`config.mk`:
```
export PLATFORM = sky130hd
export DESIGN_NAME = sabs_ctrl
export DESIGN_NICKNAME = d
export VERILOG_FILES = /design/src/sabs_pkg.sv /design/src/sabs_ctrl.sv
export VERILOG_INCLUDE_DIRS = /design/src /design/src/src
export SDC_FILE = /design/constraint.sdc
export NUM_CORES = 1
export LEC_CHECK = 0
export ABC_AREA = 1
export BUFFER_PORTS_ARGS = -buffer_cell sky130_fd_sc_hd__buf_2
export CAP_MARGIN = 20
export CORE_AREA = 4 4 41 43
export DETAILED_ROUTE_END_ITERATION = 16
export DIE_AREA = 0 0 45 47
export PLACE_DENSITY = 0.87
export REMOVE_ABC_BUFFERS = 1
export SYNTH_ARGS = -nofsm -noshare
export SYNTH_HDL_FRONTEND = slang
export SYNTH_SLANG_ARGS = --single-unit
```
`constraint.sdc`:
```
create_clock -name clk_i -period 3.1 [get_ports clk_i]
set_clock_uncertainty 0.1 [all_clocks]
set_input_delay 0.62 -clock clk_i [delete_from_list [all_inputs] [get_ports clk_i]]
set_output_delay 0.62 -clock clk_i [all_outputs]
set_load 0.01 [all_outputs]
```
`src/assert_macros.svh`:
```
// ----------------------------------------------------------------------------
// Assertion macros
// Shared concurrent assertion wrappers, clocked on clk_i, reset on rst_ni.
// ----------------------------------------------------------------------------
`ifndef ASSERT_MACROS_SVH
`define ASSERT_MACROS_SVH

// same-cycle implication
`define ASSERT_IMP(lbl, ante, cons) \
  lbl: assert property (@(posedge clk_i) disable iff (!rst_ni) (ante) |-> (cons)) \
    else $error("same-cycle implication violated");

// next-cycle implication
`define ASSERT_NXT(lbl, ante, cons) \
  lbl: assert property (@(posedge clk_i) disable iff (!rst_ni) (ante) |=> (cons)) \
    else $error("next-cycle implication violated");

`endif

```
`src/sabs_pkg.sv`:
```
// ----------------------------------------------------------------------------
// sabs_pkg
// Sizes, opcodes and controller/datapath interface types of the search unit.
// ----------------------------------------------------------------------------
`timescale 1ns / 1ps
`default_nettype none

package sabs_pkg;

  localparam int unsigned DEPTH  = 256;
  localparam int unsigned ADDR_W = $clog2(DEPTH);
  localparam int unsigned CNT_W  = $clog2(DEPTH + 1);
  localparam int unsigned DATA_W = 32;
  localparam int unsigned POS_W  = 8;
  localparam int unsigned SRCH_W = CNT_W + 1;

  typedef enum logic {
    OP_LOAD   = 1'b0,
    OP_SEARCH = 1'b1
  } opcode_e;

  typedef struct packed {
    logic load;
    logic sort_init;
    logic pass_init;
    logic scan;
    logic wr_m;
    logic wr_i;
    logic srch_init;
    logic srch_rd;
    logic srch_step;
    logic out_load;
  } cmd_t;

  typedef struct packed {
    logic pass_more;
    logic scan_done;
    logic cnt_zero;
    logic srch_more;
    logic out_free;
  } status_t;

endpackage

`default_nettype wire

```
`src/sabs_ctrl.sv`:
```
// ----------------------------------------------------------------------------
// sabs_ctrl
// Sequencer for load, selection sort passes, binary search and result handoff.
// ----------------------------------------------------------------------------
`timescale 1ns / 1ps
`default_nettype none

module sabs_ctrl (
  input  wire logic             clk_i,
  input  wire logic             rst_ni,
  input  wire logic             in_valid_i,
  input  wire logic             opcode_i,
  input  wire logic             last_i,
  output logic                  in_stall_o,
  output sabs_pkg::cmd_t        cmd_o,
  input  wire sabs_pkg::status_t status_i
);

  typedef enum logic [7:0] {
    S_IDLE   = 8'b0000_0001,
    S_PASS   = 8'b0000_0010,
    S_SCAN   = 8'b0000_0100,
    S_WR_M   = 8'b0000_1000,
    S_WR_I   = 8'b0001_0000,
    S_SR_RD  = 8'b0010_0000,
    S_SR_CMP = 8'b0100_0000,
    S_DONE   = 8'b1000_0000
  } state_e;

  state_e state_q, state_d;
  logic   accept;

  assign in_stall_o = (state_q != S_IDLE);
  assign accept     = in_valid_i && !in_stall_o;

  always_comb begin
    state_d = state_q;
    cmd_o   = '0;
    unique case (state_q)
      S_IDLE: begin
        if (accept) begin
          if (opcode_i == sabs_pkg::OP_LOAD) begin
            cmd_o.load = 1'b1;
            if (last_i) begin
              cmd_o.sort_init = 1'b1;
              state_d         = S_PASS;
            end
          end else begin
            cmd_o.srch_init = 1'b1;
            state_d         = status_i.cnt_zero ? S_DONE : S_SR_RD;
          end
        end
      end
      S_PASS: begin
        if (status_i.pass_more) begin
          cmd_o.pass_init = 1'b1;
          state_d         = S_SCAN;
        end else begin
          state_d = S_IDLE;
        end
      end
      S_SCAN: begin
        cmd_o.scan = 1'b1;
        if (status_i.scan_done) begin
          state_d = S_WR_M;
        end
      end
      S_WR_M: begin
        cmd_o.wr_m = 1'b1;
        state_d    = S_WR_I;
      end
      S_WR_I: begin
        cmd_o.wr_i = 1'b1;
        state_d    = S_PASS;
      end
      S_SR_RD: begin
        cmd_o.srch_rd = 1'b1;
        state_d       = S_SR_CMP;
      end
      S_SR_CMP: begin
        cmd_o.srch_step = 1'b1;
        state_d         = status_i.srch_more ? S_SR_RD : S_DONE;
      end
      S_DONE: begin
        if (status_i.out_free) begin
          cmd_o.out_load = 1'b1;
          state_d        = S_IDLE;
        end
      end
      default: begin
        state_d = S_IDLE;
      end
    endcase
  end

  always_ff @(posedge clk_i or negedge rst_ni) begin
    if (!rst_ni) begin
      state_q <= S_IDLE;
    end else begin
      state_q <= state_d;
    end
  end

`include "assert_macros.svh"

  `ASSERT_NXT(a_last_load_sorts, accept && (opcode_i == sabs_pkg::OP_LOAD) && last_i, state_q == S_PASS)
  `ASSERT_IMP(a_out_load_free, cmd_o.out_load, status_i.out_free)
  `ASSERT_NXT(a_search_holds_input, accept && (opcode_i == sabs_pkg::OP_SEARCH), in_stall_o)

endmodule

`default_nettype wire

```
# ---- Yosys cells after proc, flatten, opt, wreduce, memory -nomap -nowiden
# Index checks and enable logic that the tools add are counted.
dict set report totals {
  register_bits 8
  inputBits 10
  wordCells 42
}
dict set report op_classes {
  eq_ne 13
  n_mux 25
  reduce_logical 3
}
# operator count
set ops {}
lappend ops {{one-hot mux 8 bit (8 select lines)} 1}
lappend ops {{two-way mux 8 bit} 7}
lappend ops {{two-way mux 1 bit} 13}
lappend ops {{== test 8 x 1 -> 1 bit (second input constant)} 1}
lappend ops {{== test 8 x 2 -> 1 bit (second input constant)} 1}
lappend ops {{== test 8 x 3 -> 1 bit (second input constant)} 1}
lappend ops {{== test 8 x 4 -> 1 bit (second input constant)} 1}
lappend ops {{== test 8 x 5 -> 1 bit (second input constant)} 1}
lappend ops {{== test 8 x 6 -> 1 bit (second input constant)} 1}
lappend ops {{== test 8 x 7 -> 1 bit (second input constant)} 1}
lappend ops {{== test 8 bit (second input constant)} 1}
lappend ops {{inequality test 8 x 1 -> 1 bit (second input constant)} 1}
lappend ops {{two-way mux 2 bit} 3}
lappend ops {{inequality test 2 bit (second input constant)} 3}
lappend ops {{AND reduction 4 bit} 1}
lappend ops {{two-way mux 3 bit} 1}
lappend ops {{inequality test 3 bit (second input constant)} 1}
lappend ops {{logical AND 1 bit} 1}
lappend ops {{zero test 1 bit} 1}

# ---- Logic depth before layout (Yosys ltp)
dict set report logic_depth {
  ltp_word 5
  ltp_mapped 11
}

# ---- Least setup slack after synthesis
# OpenSTA, ideal clock, no wires.
dict set report synth_timing {
  path_type {register -> output}
  startpoint {register state_q[0]}
  endpoint {output cmd_o[9] (netlist bit)}
  t_arrival_ns 1.143
  required_ns 2.380
  path_slack_ns 1.237
  path_stages_with_launch 7
  path_buffers 0
  cell_sequence {dfstp_2 > nand2_1 > nor2_2 > nand2_4 > nor2_1 > inv_1 > nor2_1}
}
# element line
set synth_lines {}
lappend synth_lines {{start: declaration} sabs_ctrl.sv:30} ;# state_e state_q, state_d;
lappend synth_lines {{start signal: assignment} sabs_ctrl.sv:100} ;# state_q <= state_d;
lappend synth_lines {{end: declaration} sabs_ctrl.sv:15} ;# output sabs_pkg::cmd_t cmd_o,

==> parameters.txt <==
Parameter                              Value

Timing
  Worst slew margin relative to its limit    roughly 85%
  Final setup violation count    0
  Count of pins over their slew limit    0
  Highest attainable clock frequency    451 MHz
  Setup TNS Final    0 ns
  Transition time at the pin with the least slew margin    around 0.22 ns
  Number of hold violations in the final report    0
  Min cycle time layout    2.21 ns
  Post-route clock period utilization    71.5%
  Worst hold slack    between 0.08 and 0.09 ns
  Setup repair after global routing missed its margin    no

Route
  Residual DRC count    0
  Number of detailed-route iterations in the first pass    4
  Initial DRC count    10
  Total wirelength of the detailed-routed design    1350 um
  Antenna Violating Nets Remaining    0
  Average via count per standard cell    4.64
  Vias    631
  Drt wl/cell    slightly below 10 um

Clocking
  Source-to-sink clock delay at the later pin of the worst-skew pair    0.26 ns
  TritonCTS Buffers    3
  Total number of clock tree sinks    8
  Maximum level of the CTS H-tree    1
  Max clock buf depth    2
  Post-CTS Resized    0
  Clock slew at reported path FFs    0.06 ns
  Post CTS Setup Buffer Count    0
  Number of hold buffers added after cts    0
  Clock Root Buffer    clkbuf_4
  CTS tree    done

Setup path
  Worst path buffer plus inverter count    1
  Kind of critical path    flip-flop to primary output
  Data required time at the worst endpoint    about 2.4 ns
  Dominant delay contributor by cell family on the critical path    simple AND/OR/NAND/NOR gates
  Worst path max stage delay    around 0.54 ns
  Critical path, cell by cell    nand2_1, nor2_2, nand2_4, nor2_1, and3_1, buf_2
  Cell with the largest stage delay on the worst path    dfstp_2
  Endpoint kind of the worst setup timing path    primary output
  CP Launch Type    flip-flop
  Highest fanout seen on the critical path    5
  Data arrival, critical path    1.49 ns

Synth
  Avg Cell Area, Syn    6.46 um^2
  Total number of yosys warnings    0
  Post-synth cell types    18
  Part of the Yosys area used for sequential elements    32.1%
  Synthesized instance count    between 90 and 100
  Flops & latches, synth    8
  Netlist area before placement    627 um^2

Floorplan
  I/O pin total    21
  Core ar.    between 1000 and 1500 um^2
  Vertical die dimension    between 40 and 50 um
  DIE AREA    2120 um^2
  Count of standard-cell rows    13
  Starting density of the core    48.2%
  Width of the chip    45 um

Flow run
  Number of violations of the max-capacitance limit    0

Layout
  Max FFs per register    8
  Number of antenna diodes    0
  Top register by number of flip-flops    state_q
  Fin cells    136
  Synth-to-Final Area Change    23.2%
  Number of inserted filler cells in the final layout    roughly 130
  Share of post-route cells with drive strength above 1    36.4%
  Net count of the finished layout    between 100 and 150
  Utilization after layout    between 50% and 60%
  Largest regs    state_q x8

GRT
  Via count of the first global-routing pass    just over 600
  Pin count of the biggest net entering global routing    9
  Total overflow reported by the global router    0
  First-pass GRT wire length    2480 um
  Number of antenna violations at the first check in global routing    0
  Total routing usage reported by global routing    about 17%

Placement
  Dpl hpwl    1130 um
  Port-buffer cells    20
  Last weighted congestion value of the routability-driven placer    0.908
  Cell total after placement    132

Outcome
  Run status    completed

Power
  Largest vdd supply drop    0.000454 V
  Power per cell area    approximately 830 nW/um^2
  Leakage power figure    0.510 nW

Min path
  Path class of the lowest-slack min-delay path    input port to async pin
==> logic make-up (layout without fill, tap and decap cells) <==
kind of cell	count (synthesis)	after routing	synth area share (%)
compound gates	5	5	4.79
simple gates	60	60	48.3
buf+inv	24	48	14.8
flops	8	8	32.1
==> through the flow <==
stage	area (um^2)	total power, mW	setup slack [ns]
after detailed placement	746	0.553	1.16
after global routing	772	0.707	0.731
after floorplan	627	0.472	1.24
after global placement	746	0.546	1.19
final	772	0.642	0.885
after CTS	772	0.646	0.874
==> Yosys cell counts <==
master | n | area (um^2)
nor2_1 | 15 | 56.3
nand3_1 | 3 | 15.0
inv_1 | 17 | 63.8
and3_1 | 1 | 6.26
nand2_2 | 3 | 18.8
nand2_4 | 5 | 56.3
nor2_8 | 1 | 20.0
a21oi_1 | 2 | 10.0
dfrtp_1 | 7 | 175
nand2_1 | 27 | 101
o21ai_2 | 1 | 8.76
dfstp_2 | 1 | 26.3
o22ai_1 | 1 | 6.26
o21ai_0 | 1 | 5.00
nor2_2 | 3 | 18.8
nor3_1 | 2 | 10.0
inv_2 | 6 | 22.5
inv_4 | 1 | 6.26
==> final timing paths <==
check                                start         end  slack [ns]  depth (start not counted)
worst max-delay path            state_q[0]    cmd_o[8]        0.89                          6
worst min-delay path                rst_ni  state_q[2]        0.09                          1
worst max register to register  state_q[0]  state_q[0]        1.68                         10
worst min register to register  state_q[0]  state_q[0]        0.39                          2
max in group asynchronous           rst_ni  state_q[0]        2.58                          1
min in group clk_i              state_q[0]  state_q[0]        0.39                          2
==> report_power, final <==
part | internal (mW) | leakage [nW] | switching (mW)
registers | 0.136 | 0.107 | 0.0179
logic | 0.143 | 0.389 | 0.255
clock network | 0.0495 | 0.0150 | 0.0400
==> cell usage in the layout (no fill, tap or decap), types with 3 or more instances in the layout <==
cell / synthesis / layout
buf_2: 0 / 20
clkbuf_4: 0 / 3
dfrtp_1: 7 / 7
inv_1: 17 / 17
inv_2: 6 / 6
nand2_1: 27 / 27
nand2_2: 3 / 3
nand2_4: 5 / 5
nand3_1: 3 / 3
nor2_1: 15 / 15
nor2_2: 3 / 3
==> cell type report <==
cell class | count | area (um^2) | share of cell area [%]
multi-input cells | 65 | 333 | 43.1
flip-flops and latches | 8 | 201 | 26.1
repair buffers | 20 | 100 | 13.0
inverters | 24 | 92.6 | 12.0
clock buffers | 4 | 26.3 | 3.40
well taps | 15 | 18.8 | 2.43
==> routing by layer <==
metal  track usage, %  up-vias  share of wire, %
li1                 -      329                 -
met1             18.3      276                40
met2             29.4       21                51
met3             2.30        5               4.7
met4             14.0        0               4.0
met5                0        -                 0
Note: power is estimated with default switching activity, not from simulation.
